## config.mk

```make
export PLATFORM = sky130hd
export DESIGN_NAME = three_level_priority_thread_scheduler
export DESIGN_NICKNAME = d
export VERILOG_FILES = /design/src/rtl/tpts_pkg.sv /design/src/rtl/three_level_priority_thread_scheduler.sv /design/src/rtl/tpts_cell.sv /design/src/rtl/tpts_queue.sv
export SDC_FILE = /design/constraint.sdc
export NUM_CORES = 2
export LEC_CHECK = 0
export BUFFER_PORTS_ARGS = -buffer_cell sky130_fd_sc_hd__buf_2
export CAP_MARGIN = 20
export CORE_ASPECT_RATIO = 0.6
export CORE_UTILIZATION = 50
export CTS_CLUSTER_SIZE = 14
export DETAILED_ROUTE_END_ITERATION = 8
export HOLD_SLACK_MARGIN = 0.05
export PLACE_DENSITY = 0.68
export SYNTH_ARGS = -nofsm -noshare
export SYNTH_HDL_FRONTEND = slang
export SYNTH_HIERARCHICAL = 1
export SYNTH_SLANG_ARGS = --single-unit
```

## constraint.sdc

```tcl
create_clock -name clk_i -period 51.3 [get_ports clk_i]
set_input_delay 2.565 -clock clk_i [delete_from_list [all_inputs] [get_ports clk_i]]
set_output_delay 2.565 -clock clk_i [all_outputs]
set_load 0.02 [all_outputs]
```

## src/rtl/tpts_pkg.sv

```systemverilog
// Package for the three-level priority thread scheduler.
// Holds the shared codes, record types and reset constants.
// No dependencies.
package tpts_pkg;

  localparam int unsigned MaxThreads = 32;
  localparam int unsigned NumQueues  = 3;

  typedef enum logic [2:0] {
    OP_TICK      = 3'd0,
    OP_SPAWN     = 3'd1,
    OP_TERMINATE = 3'd2,
    OP_SUSPEND   = 3'd3,
    OP_RESUME    = 3'd4,
    OP_GET_QUANT = 3'd5,
    OP_GET_TOTAL = 3'd6,
    OP_BAD       = 3'd7
  } op_e;

  typedef enum logic [1:0] {
    ST_OK    = 2'd0,
    ST_ERROR = 2'd1,
    ST_HALT  = 2'd2
  } status_e;

  typedef enum logic [1:0] {
    MODE_FREE      = 2'd0,
    MODE_READY     = 2'd1,
    MODE_RUNNING   = 2'd2,
    MODE_SUSPENDED = 2'd3
  } mode_e;

  typedef enum logic [2:0] {
    S_IDLE,
    S_EXEC,
    S_DISP,
    S_RUN,
    S_DONE
  } state_e;

  localparam logic [1:0] PrioRed    = 2'd0;
  localparam logic [1:0] PrioOrange = 2'd1;
  localparam logic [1:0] PrioGreen  = 2'd2;

  // One entry of the thread table
  typedef struct packed {
    mode_e       mode;
    logic [1:0]  prio;
    logic [31:0] quanta;
  } thread_rec_t;

  localparam thread_rec_t RecMainReset = '{mode: MODE_RUNNING, prio: PrioOrange, quanta: 32'd1};
  localparam thread_rec_t RecFree      = '{mode: MODE_FREE, prio: PrioRed, quanta: 32'd0};

  // Per-cycle command to one ready queue
  typedef struct packed {
    logic push;
    logic pop;
    logic rm;
    logic clear;
  } q_ctrl_t;

endpackage

```

## src/rtl/three_level_priority_thread_scheduler.sv

```systemverilog
// Three-level strict-priority round-robin thread scheduler, top level.
// Each command passes through execute, an optional dispatch read and run write,
// and the result load, and its result may then wait for the receiver.
// The input stalls until the result is loaded, so a new command is taken only after the last result.
// Reset (and terminating thread 0): thread 0 runs at orange priority, queues empty.
module three_level_priority_thread_scheduler #(
  parameter int unsigned MAX_THREADS = tpts_pkg::MaxThreads
) (
  input  logic        clk_i,
  input  logic        rst_ni,
  input  logic        in_valid_i,
  output logic        in_stall_o,
  input  logic [2:0]  operation_i,
  input  logic [4:0]  thread_id_i,
  input  logic [1:0]  priority_req_i,
  output logic        out_valid_o,
  input  logic        out_stall_i,
  output logic [1:0]  status_o,
  output logic [31:0] value_o,
  output logic [4:0]  running_id_o,
  output logic        running_valid_o
);
  import tpts_pkg::*;

  localparam int unsigned IW = $clog2(MAX_THREADS);
  localparam int unsigned CW = $clog2(MAX_THREADS + 1);

  function automatic logic [31:0] sat_inc(input logic [31:0] v);
    sat_inc = (v == 32'hFFFF_FFFF) ? v : v + 32'd1;
  endfunction

  // Control and bookkeeping registers
  state_e         state_q, state_d;
  op_e            op_q;
  logic [4:0]     tid_q;
  logic [1:0]     pr_q;
  logic [IW-1:0]  cur_id_q, cur_id_d;
  logic           cur_vld_q, cur_vld_d;
  logic [31:0]    total_q, total_d;
  logic [CW-1:0]  live_q, live_d;
  logic [CW-1:0]  fresh_q, fresh_d;
  logic [IW-1:0]  rec_head_q, rec_head_d;
  logic [CW-1:0]  rec_cnt_q, rec_cnt_d;
  logic [IW-1:0]  h_q, h_d;
  logic           push_cur_q, push_cur_d;
  logic [1:0]     cur_prio_q, cur_prio_d;
  status_e        status_q, status_d;
  logic [31:0]    value_q, value_d;
  logic           out_vld_q;
  status_e        out_status_q;
  logic [31:0]    out_value_q;
  logic [4:0]     out_rid_q;
  logic           out_rvld_q;

  logic accept, out_free;
  assign accept   = in_valid_i && (state_q == S_IDLE);
  assign out_free = !(out_vld_q && out_stall_i);

  // Thread table memory with per-entry written bits
  thread_rec_t          tbl_mem_q [MAX_THREADS];
  logic [MAX_THREADS-1:0] tbl_vld_q;
  logic                 rd_en, wr_en, tbl_clr;
  logic [IW-1:0]        rd_addr, wr_addr;
  thread_rec_t          wr_word, rd_word_q, word;
  logic                 rd_vld_q, rd_zero_q;

  always_ff @(posedge clk_i) begin
    if (wr_en) begin
      tbl_mem_q[wr_addr] <= wr_word;
    end
    if (rd_en) begin
      rd_word_q <= tbl_mem_q[rd_addr];
      rd_vld_q  <= tbl_vld_q[rd_addr];
      rd_zero_q <= (rd_addr == '0);
    end
  end

  always_ff @(posedge clk_i or negedge rst_ni) begin
    if (!rst_ni) begin
      tbl_vld_q <= '0;
    end else if (tbl_clr) begin
      tbl_vld_q <= '0;
    end else if (wr_en) begin
      tbl_vld_q[wr_addr] <= 1'b1;
    end
  end

  // Unwritten entries read as their reset contents
  assign word = rd_vld_q ? rd_word_q : (rd_zero_q ? RecMainReset : RecFree);

  // Recycled id FIFO memory
  logic [IW-1:0] rec_mem_q [MAX_THREADS];
  logic [IW-1:0] rec_rd_q;
  logic          rec_wr;
  logic [IW-1:0] rec_wr_id;
  logic [IW:0]   tail_sum;
  logic [IW-1:0] rec_tail;

  assign tail_sum = {1'b0, rec_head_q} + (IW+1)'(rec_cnt_q);
  assign rec_tail = (tail_sum >= (IW+1)'(MAX_THREADS))
                    ? IW'(tail_sum - (IW+1)'(MAX_THREADS)) : IW'(tail_sum);

  always_ff @(posedge clk_i) begin
    if (rec_wr) begin
      rec_mem_q[rec_tail] <= rec_wr_id;
    end
    if (accept) begin
      rec_rd_q <= rec_mem_q[rec_head_q];
    end
  end

  // Ready queues
  q_ctrl_t       qc [NumQueues];
  logic [IW-1:0] q_id;
  logic [NumQueues-1:0] q_ne;
  logic [IW-1:0] q_head [NumQueues];

  for (genvar k = 0; k < NumQueues; k++) begin : g_q
    tpts_queue #(.Depth(MAX_THREADS), .IdW(IW)) u_queue (
      .clk_i      (clk_i),
      .rst_ni     (rst_ni),
      .ctrl_i     (qc[k]),
      .id_i       (q_id),
      .nonempty_o (q_ne[k]),
      .head_o     (q_head[k])
    );
  end

  // Highest non-empty queue
  logic          any_ready;
  logic [1:0]    pop_sel;
  logic [IW-1:0] pop_id;
  always_comb begin
    priority if (q_ne[0]) begin
      pop_sel = 2'd0;
    end else if (q_ne[1]) begin
      pop_sel = 2'd1;
    end else begin
      pop_sel = 2'd2;
    end
  end
  assign any_ready = |q_ne;
  assign pop_id    = q_head[pop_sel];

  // Target thread decode
  logic [31:0]   tid_ext, in_tid_ext;
  logic          tid_in_range, exists, tid_zero;
  logic [IW-1:0] tid_idx, in_tid_idx;
  logic [1:0]    spawn_prio;
  logic          spawn_full;
  logic [IW-1:0] spawn_id;

  assign tid_ext      = 32'(tid_q);
  assign in_tid_ext   = 32'(thread_id_i);
  assign tid_idx      = tid_ext[IW-1:0];
  assign in_tid_idx   = in_tid_ext[IW-1:0];
  assign tid_in_range = tid_ext < 32'(MAX_THREADS);
  assign tid_zero     = (tid_q == 5'd0);
  assign exists       = tid_in_range && (word.mode != MODE_FREE);
  assign spawn_prio   = (pr_q > PrioGreen) ? PrioGreen : pr_q;
  assign spawn_full   = (live_q >= CW'(MAX_THREADS))
                        || ((rec_cnt_q == '0) && (fresh_q >= CW'(MAX_THREADS)));
  assign spawn_id     = (rec_cnt_q != '0) ? rec_rd_q : fresh_q[IW-1:0];

  // Next state
  always_comb begin
    state_d = state_q;
    unique case (state_q)
      S_IDLE: begin
        if (accept) state_d = S_EXEC;
      end
      S_EXEC: begin
        state_d = S_DONE;
        unique case (op_q)
          OP_TICK: begin
            if (!cur_vld_q) state_d = S_DISP;
            else if (any_ready) state_d = S_RUN;
          end
          OP_TERMINATE: begin
            if (!tid_zero && exists && word.mode == MODE_RUNNING) state_d = S_DISP;
          end
          OP_SUSPEND: begin
            if (!tid_zero && exists && word.mode == MODE_RUNNING) state_d = S_DISP;
          end
          OP_SPAWN, OP_RESUME, OP_GET_QUANT, OP_GET_TOTAL, OP_BAD: ;
          default: ;
        endcase
      end
      S_DISP: begin
        state_d = any_ready ? S_RUN : S_DONE;
      end
      S_RUN: begin
        state_d = S_DONE;
      end
      S_DONE: begin
        if (out_free) state_d = S_IDLE;
      end
      default: state_d = S_IDLE;
    endcase
  end

  // Datapath actions for each state
  always_comb begin
    cur_id_d   = cur_id_q;
    cur_vld_d  = cur_vld_q;
    total_d    = total_q;
    live_d     = live_q;
    fresh_d    = fresh_q;
    rec_head_d = rec_head_q;
    rec_cnt_d  = rec_cnt_q;
    h_d        = h_q;
    push_cur_d = push_cur_q;
    cur_prio_d = cur_prio_q;
    status_d   = status_q;
    value_d    = value_q;
    rd_en      = 1'b0;
    rd_addr    = '0;
    wr_en      = 1'b0;
    wr_addr    = '0;
    wr_word    = word;
    tbl_clr    = 1'b0;
    rec_wr     = 1'b0;
    rec_wr_id  = tid_idx;
    q_id       = tid_idx;
    for (int k = 0; k < NumQueues; k++) begin
      qc[k] = '0;
    end

    unique case (state_q)
      S_IDLE: begin
        // Read the target entry, or the running thread on tick
        rd_en    = accept;
        rd_addr  = (op_e'(operation_i) == OP_TICK) ? cur_id_q : in_tid_idx;
        status_d = ST_OK;
        value_d  = '0;
      end
      S_EXEC: begin
        unique case (op_q)
          OP_TICK: begin
            if (cur_vld_q && any_ready) begin
              // Pop the next thread, requeue the running one after it
              qc[pop_sel].pop = 1'b1;
              rd_en      = 1'b1;
              rd_addr    = pop_id;
              h_d        = pop_id;
              push_cur_d = 1'b1;
              cur_prio_d = (word.prio > PrioGreen) ? PrioGreen : word.prio;
              wr_en      = 1'b1;
              wr_addr    = cur_id_q;
              wr_word    = '{mode: MODE_READY, prio: word.prio, quanta: word.quanta};
            end else if (cur_vld_q) begin
              // Nothing else ready: count the running thread again
              wr_en   = 1'b1;
              wr_addr = cur_id_q;
              wr_word = '{mode: MODE_RUNNING, prio: word.prio,
                          quanta: sat_inc(word.quanta)};
              total_d = sat_inc(total_q);
            end
          end
          OP_SPAWN: begin
            if (spawn_full) begin
              status_d = ST_ERROR;
            end else begin
              if (rec_cnt_q != '0) begin
                rec_head_d = (rec_head_q == IW'(MAX_THREADS - 1)) ? '0 : rec_head_q + 1'b1;
                rec_cnt_d  = rec_cnt_q - 1'b1;
              end else begin
                fresh_d = fresh_q + 1'b1;
              end
              wr_en   = 1'b1;
              wr_addr = spawn_id;
              wr_word = '{mode: MODE_READY, prio: spawn_prio, quanta: 32'd0};
              q_id    = spawn_id;
              qc[spawn_prio].push = 1'b1;
              live_d  = live_q + 1'b1;
              value_d = 32'(spawn_id);
            end
          end
          OP_TERMINATE: begin
            if (tid_zero) begin
              // Halt: return everything to its reset values
              tbl_clr    = 1'b1;
              for (int k = 0; k < NumQueues; k++) begin
                qc[k].clear = 1'b1;
              end
              cur_id_d   = '0;
              cur_vld_d  = 1'b1;
              total_d    = 32'd1;
              live_d     = CW'(1);
              fresh_d    = CW'(1);
              rec_head_d = '0;
              rec_cnt_d  = '0;
              status_d   = ST_HALT;
            end else if (!exists) begin
              status_d = ST_ERROR;
            end else begin
              for (int k = 0; k < NumQueues; k++) begin
                qc[k].rm = (word.mode == MODE_READY);
              end
              wr_en   = 1'b1;
              wr_addr = tid_idx;
              wr_word = '{mode: MODE_FREE, prio: word.prio, quanta: 32'd0};
              if (rec_cnt_q < CW'(MAX_THREADS)) begin
                rec_wr    = 1'b1;
                rec_cnt_d = rec_cnt_q + 1'b1;
              end
              live_d = live_q - 1'b1;
            end
          end
          OP_SUSPEND: begin
            if (tid_zero || !exists) begin
              status_d = ST_ERROR;
            end else if (word.mode == MODE_RUNNING || word.mode == MODE_READY) begin
              for (int k = 0; k < NumQueues; k++) begin
                qc[k].rm = (word.mode == MODE_READY);
              end
              wr_en   = 1'b1;
              wr_addr = tid_idx;
              wr_word = '{mode: MODE_SUSPENDED, prio: word.prio, quanta: word.quanta};
            end
          end
          OP_RESUME: begin
            if (!exists) begin
              status_d = ST_ERROR;
            end else if (word.mode == MODE_SUSPENDED) begin
              wr_en   = 1'b1;
              wr_addr = tid_idx;
              wr_word = '{mode: MODE_READY, prio: word.prio, quanta: word.quanta};
              qc[(word.prio > PrioGreen) ? PrioGreen : word.prio].push = 1'b1;
            end
          end
          OP_GET_QUANT: begin
            if (!exists) status_d = ST_ERROR;
            else value_d = word.quanta;
          end
          OP_GET_TOTAL: begin
            value_d = total_q;
          end
          OP_BAD: begin
            status_d = ST_ERROR;
          end
          default: status_d = ST_ERROR;
        endcase
      end
      S_DISP: begin
        // Pick the head of the highest ready queue, or go idle
        if (any_ready) begin
          qc[pop_sel].pop = 1'b1;
          rd_en      = 1'b1;
          rd_addr    = pop_id;
          h_d        = pop_id;
          push_cur_d = 1'b0;
        end else begin
          cur_vld_d = 1'b0;
          cur_id_d  = '0;
        end
      end
      S_RUN: begin
        // Run the popped thread and count its quantum
        wr_en     = 1'b1;
        wr_addr   = h_q;
        wr_word   = '{mode: MODE_RUNNING, prio: word.prio, quanta: sat_inc(word.quanta)};
        total_d   = sat_inc(total_q);
        q_id      = cur_id_q;
        qc[cur_prio_q].push = push_cur_q;
        cur_id_d  = h_q;
        cur_vld_d = 1'b1;
      end
      S_DONE: ;
      default: ;
    endcase
  end

  // Control registers
  always_ff @(posedge clk_i or negedge rst_ni) begin
    if (!rst_ni) begin
      state_q    <= S_IDLE;
      cur_id_q   <= '0;
      cur_vld_q  <= 1'b1;
      total_q    <= 32'd1;
      live_q     <= CW'(1);
      fresh_q    <= CW'(1);
      rec_head_q <= '0;
      rec_cnt_q  <= '0;
      push_cur_q <= 1'b0;
      out_vld_q  <= 1'b0;
    end else begin
      state_q    <= state_d;
      cur_id_q   <= cur_id_d;
      cur_vld_q  <= cur_vld_d;
      total_q    <= total_d;
      live_q     <= live_d;
      fresh_q    <= fresh_d;
      rec_head_q <= rec_head_d;
      rec_cnt_q  <= rec_cnt_d;
      push_cur_q <= push_cur_d;
      if (state_q == S_DONE && out_free) begin
        out_vld_q <= 1'b1;
      end else if (!out_stall_i) begin
        out_vld_q <= 1'b0;
      end
    end
  end

  // Payload registers
  logic [31:0] cur_id_ext;
  assign cur_id_ext = 32'(cur_id_q);

  always_ff @(posedge clk_i) begin
    if (accept) begin
      op_q  <= op_e'(operation_i);
      tid_q <= thread_id_i;
      pr_q  <= priority_req_i;
    end
    h_q        <= h_d;
    cur_prio_q <= cur_prio_d;
    status_q   <= status_d;
    value_q    <= value_d;
    if (state_q == S_DONE && out_free) begin
      out_status_q <= status_q;
      out_value_q  <= value_q;
      out_rid_q    <= cur_vld_q ? cur_id_ext[4:0] : 5'd0;
      out_rvld_q   <= cur_vld_q;
    end
  end

  assign in_stall_o      = (state_q != S_IDLE);
  assign out_valid_o     = out_vld_q;
  assign status_o        = out_status_q;
  assign value_o         = out_value_q;
  assign running_id_o    = out_rid_q;
  assign running_valid_o = out_rvld_q;

endmodule

```

## src/rtl/tpts_cell.sv

```systemverilog
// One slot of a ready queue: holds an id and shifts toward the head.
// Depends on tpts_pkg.
module tpts_cell #(
  parameter int unsigned IdW = 5
) (
  input  logic               clk_i,
  input  logic               rst_ni,
  input  tpts_pkg::q_ctrl_t  ctrl_i,
  input  logic [IdW-1:0]     id_i,
  input  logic               shift_i,
  input  logic               prev_vld_i,
  input  logic               next_vld_i,
  input  logic [IdW-1:0]     next_id_i,
  output logic               shift_o,
  output logic               vld_o,
  output logic [IdW-1:0]     id_o
);
  import tpts_pkg::*;

  logic           vld_q, vld_d;
  logic [IdW-1:0] id_q, id_d;
  logic           match;

  // Remove request hitting this slot starts the shift here
  assign match   = ctrl_i.rm && vld_q && (id_q == id_i);
  assign shift_o = shift_i | match;

  // Clear, take the neighbor, or fill the first empty slot on push
  always_comb begin
    vld_d = vld_q;
    id_d  = id_q;
    if (ctrl_i.clear) begin
      vld_d = 1'b0;
    end else if (shift_o) begin
      vld_d = next_vld_i;
      id_d  = next_id_i;
    end else if (ctrl_i.push && !vld_q && prev_vld_i) begin
      vld_d = 1'b1;
      id_d  = id_i;
    end
  end

  always_ff @(posedge clk_i or negedge rst_ni) begin
    if (!rst_ni) begin
      vld_q <= 1'b0;
    end else begin
      vld_q <= vld_d;
    end
  end

  always_ff @(posedge clk_i) begin
    id_q <= id_d;
  end

  assign vld_o = vld_q;
  assign id_o  = id_q;

endmodule

```

## src/rtl/tpts_queue.sv

```systemverilog
// Ready queue built as a row of tpts_cell slots, head at slot zero.
// Depends on tpts_pkg and tpts_cell.
module tpts_queue #(
  parameter int unsigned Depth = 32,
  parameter int unsigned IdW   = 5
) (
  input  logic               clk_i,
  input  logic               rst_ni,
  input  tpts_pkg::q_ctrl_t  ctrl_i,
  input  logic [IdW-1:0]     id_i,
  output logic               nonempty_o,
  output logic [IdW-1:0]     head_o
);
  import tpts_pkg::*;

  logic [Depth:0]   shift;
  logic [Depth-1:0] vld;
  logic [IdW-1:0]   ids [Depth];

  // Pop starts the shift at the head
  assign shift[0] = ctrl_i.pop;

  for (genvar i = 0; i < Depth; i++) begin : g_cell
    logic           prev_vld;
    logic           next_vld;
    logic [IdW-1:0] next_id;
    if (i == 0) begin : g_first
      assign prev_vld = 1'b1;
    end else begin : g_mid
      assign prev_vld = vld[i-1];
    end
    if (i == Depth - 1) begin : g_last
      assign next_vld = 1'b0;
      assign next_id  = '0;
    end else begin : g_inner
      assign next_vld = vld[i+1];
      assign next_id  = ids[i+1];
    end
    tpts_cell #(.IdW(IdW)) u_cell (
      .clk_i      (clk_i),
      .rst_ni     (rst_ni),
      .ctrl_i     (ctrl_i),
      .id_i       (id_i),
      .shift_i    (shift[i]),
      .prev_vld_i (prev_vld),
      .next_vld_i (next_vld),
      .next_id_i  (next_id),
      .shift_o    (shift[i+1]),
      .vld_o      (vld[i]),
      .id_o       (ids[i])
    );
  end

  assign nonempty_o = vld[0];
  assign head_o     = ids[0];

endmodule

```

==> results by group <==
Global route
  – Pin count of the biggest net entering global routing: 144
  – GRT Resource Usage Total: 27.1%
  – Global-route wire length before repair: just under 400,000 µm
  – Initial antenna violation count: 18
  – GR Overflow Total: 0
  – Number of global-route vias before repair: a little under 60,000

Die
  – Overall die height: approximately 340 µm
  – Full die area: 195,000 µm²
  – Ports: 56
  – Core area: 191,000 µm²
  – Initial cell density of the core: 50.5%
  – Horizontal die dimension: 569 µm
  – Placement row count: around 120

Power and ir drop
  – IR Drop Worst-Case VDD: 0.0383 mV
  – Total chip power: between 5000 and 6000 µW
  – Combinational power share: 29.4%
  – Cell internal power dissipation: ~3500 µW
  – Switching pwr: 1820 µW
  – Switching share of power: 34.5%
  – Reg power frac: 44.2%
  – Power density cells: a little under 50 nW/µm²
  – Clk pwr share: 26.4%
  – P_leak: approximately 0.038 µW

STA
  – Slew at the pin closest to its max-slew limit: about 1200 ps
  – Final Skew: 72.7 ps
  – Count of final max-slew check failures: 0
  – # setup viols final: 0
  – Hold Vio Cnt, Final: 0
  – Setup TNS: 0 ps
  – Final clock period utilization by the worst path: between 30% and 40%
  – Unrepaired setup endpoints after global routing: no
  – Min cycle time layout: 19,540 ps
  – Worst relative slew slack: 23.1%
  – Peak clock frequency supported by timing: 51.2 MHz

Place
  – HPWL Detailed: 157,000 µm
  – Port Buf Inserts: 55
  – Final weighted congestion in routability-driven placement: 0.902
  – Standard cell area after detailed placement: about 100,000 µm²

CTS
  – Clock tree root driver cell: sky130_fd_sc_hd__clkbuf_16
  – Deepest clock path buffer count: 4
  – Count of instances resized after the clock tree is built: 0
  – Total clock sinks: around 2,100
  – Number of buffers added by the clock tree synthesis step: between 150 and 200
  – Count of hold-fix buffers inserted at cts: 0
  – Post-CTS repair timing setup buffer count: 0
  – Clock-pin slew on the worst setup and hold paths: ~70 ps
  – Clock Latency Late Sink: 870 ps
  – # H-tree levels: 4
  – TritonCTS clock tree: done

Yosys
  – Synth Area per Inst: 13.3 µm²
  – Post-Synthesis Cells: 7,236
  – Warnings, synthesis: 6
  – Post-Synthesis Cell Area: 96,400 µm²

Drt
  – Routed length per placed instance: approximately 26 µm
  – Vias after detailed routing: 62,800
  – Post-DR vias/cell: 6.20
  – Total Wirelength: roughly 270,000 µm
  – Pre-antenna DRT Iters: 8
  – Count of antenna-violating nets left after detailed routing: 0
  – Residual DRC count: 0
  – DRT iter0 DRCs: 8,401

Setup path
  – Required time at the worst-slack endpoint: about 52,000 ps
  – Critical path's most frequent cell: sky130_fd_sc_hd__inv_1
  – RR Endpoint: g_q[1].u_queue/g_cell[31].u_cell/id_o[1]
  – Type of the worst setup path: reg2reg
  – Worst reg-to-reg setup slack: about 32,000 ps
  – Largest stage delay, worst path: about 620 ps
  – Critical path startpoint: rec_cnt_q[1]
  – Arr. time, crit path: 20,030 ps
  – Max stage delay cell, worst path: sky130_fd_sc_hd__or4b_1
  – CP Capture Type: flop
  – Reg2reg path depth: 75
  – Top fanout value on the critical path: 32
  – Startpoint of the most critical register-to-register path: rec_cnt_q[1]
  – Crit path to: g_q[1].u_queue/g_cell[31].u_cell/id_o[1]
  – Crit path launch type: flop

Outcome
  – Run status: finished, final reports clean

Cells and area
  – Share of final-layout standard cells stronger than drive strength 1: 17.2%
  – Area overhead of the layout relative to synthesis: 10.8%
  – Total Nets Final: 7,442
  – Final core occ: 55.9%
  – Post-route design area: 107,000 µm²

Worst hold path
  – Hold crit path type: reg2reg

Flow run
  – Max capacitance violation total: 0
[how the worst min path moves through the flow]
stage           startpoint     endpoint  slack [ps]  cells past startpoint
3_5_place_dp   value_q[21]  value_o[21]         410                      0
6_report       value_q[25]  value_o[25]         420                      0
5_1_grt        value_q[31]  value_o[31]         420                      0
3_3_place_gp   value_q[20]  value_o[20]         400                      0
4_1_cts        value_q[31]  value_o[31]         410                      0
2_1_floorplan   value_q[0]   value_o[0]         400                      0
[stage by stage]
step / hold slack (ps) / setup slack, ps / instances
2_1_floorplan: 400 / 24120 / 7254
6_report: 419 / 31760 / 10100
3_3_place_gp: 404 / 33200 / 9779
3_5_place_dp: 406 / 32210 / 9783
5_1_grt: 418 / 29940 / 10100
4_1_cts: 408 / 32120 / 10100
[cell type report]
type,instances,area [µm²]
flip-flops and latches,2120,62700
well taps,2583,3230
multi-input cells,4746,32800
repair buffers,221,1730
inverters,122,465
diodes,7,17.5
clock buffers,282,5450
fillers,15200,84200
clock inverters,52,403
[sequential cells by signal (all words and copies together), names as in the netlist, 2 cells and up]
signal                           count
g_q.u_queue/g_cell.u_cell/id_o     480
pr_q                                 2
rec_rd_q                             5
running_id_o                         5
rec_wr_id                            5
rec_cnt_q                            6
rec_mem_q                          160
h_q                                  5
state_q                              3
rd_word_q                           36
status_q                             2
value_o                             32
cur_prio_q                           2
live_q                               6
value_q                             32
cur_id_q                             5
tbl_vld_q                           32
op_q                                 3
fresh_q                              6
status_o                             2
g_q.u_queue/g_cell.u_cell/vld_o     96
total_q                             32
tbl_mem_q                         1152
rec_head_q                           5
[metal layers]
metal / track usage (%) / routed length, µm / vias up
met5: 0 / 47 / -
met4: 6.15 / 5630 / 6
met3: 7.02 / 34300 / 418
met2: 36.5 / 108000 / 3621
met1: 43.2 / 120000 / 31400
li1: - / - / 27400
[worst max-delay path: cells and delay by family (launching register included)]
family / cells / cell delay [ps]
and+or+nand+nor: 5 / 1500
xor gates and xnor gates: 1 / 230
DFF: 1 / 500
adders and majority gates: 1 / 230
AOI/OAI and AO/OA: 35 / 11420
buffers and inverters: 33 / 5270
[power groups by stage]
stage | registers [µW] | clock network, µW | logic, µW
after floorplan | 2320 | 0 | 1080
after global placement | 2360 | 0 | 1460
after detailed placement | 2360 | 0 | 1490
after CTS | 2320 | 1410 | 1500
after global routing | 2340 | 1470 | 1650
final | 2330 | 1390 | 1550
[layout by cell type, fill, tap and decap left out, types with 15 or more instances in the layout]
cell and count:
sky130_fd_sc_hd__a211oi_1 230, sky130_fd_sc_hd__a21oi_1 238, sky130_fd_sc_hd__a21oi_2 99, sky130_fd_sc_hd__a311oi_1 42, sky130_fd_sc_hd__a31oi_1 46, sky130_fd_sc_hd__a32oi_1 26
sky130_fd_sc_hd__and2_1 58, sky130_fd_sc_hd__and3_1 32, sky130_fd_sc_hd__buf_2 54, sky130_fd_sc_hd__buf_4 148, sky130_fd_sc_hd__clkbuf_1 68, sky130_fd_sc_hd__clkbuf_16 202
sky130_fd_sc_hd__clkinv_1 22, sky130_fd_sc_hd__clkinv_2 17, sky130_fd_sc_hd__conb_1 24, sky130_fd_sc_hd__dfrtp_1 189, sky130_fd_sc_hd__edfxtp_1 1926, sky130_fd_sc_hd__ha_1 19
sky130_fd_sc_hd__inv_1 120, sky130_fd_sc_hd__mux2_2 498, sky130_fd_sc_hd__mux2i_1 285, sky130_fd_sc_hd__mux4_2 20, sky130_fd_sc_hd__nand2_1 989, sky130_fd_sc_hd__nand2b_1 15
sky130_fd_sc_hd__nand3_1 147, sky130_fd_sc_hd__nand4_1 28, sky130_fd_sc_hd__nor2_1 573, sky130_fd_sc_hd__nor2_4 21, sky130_fd_sc_hd__nor3_1 78, sky130_fd_sc_hd__nor4_1 52
sky130_fd_sc_hd__nor4_2 97, sky130_fd_sc_hd__o21a_1 128, sky130_fd_sc_hd__o21ai_0 90, sky130_fd_sc_hd__o21ai_1 15, sky130_fd_sc_hd__o221ai_1 29, sky130_fd_sc_hd__o22ai_1 115
sky130_fd_sc_hd__or3_1 19, sky130_fd_sc_hd__xnor2_1 25, sky130_fd_sc_hd__xor2_1 501
No activity file was read; power rests on OpenSTA's default activity.
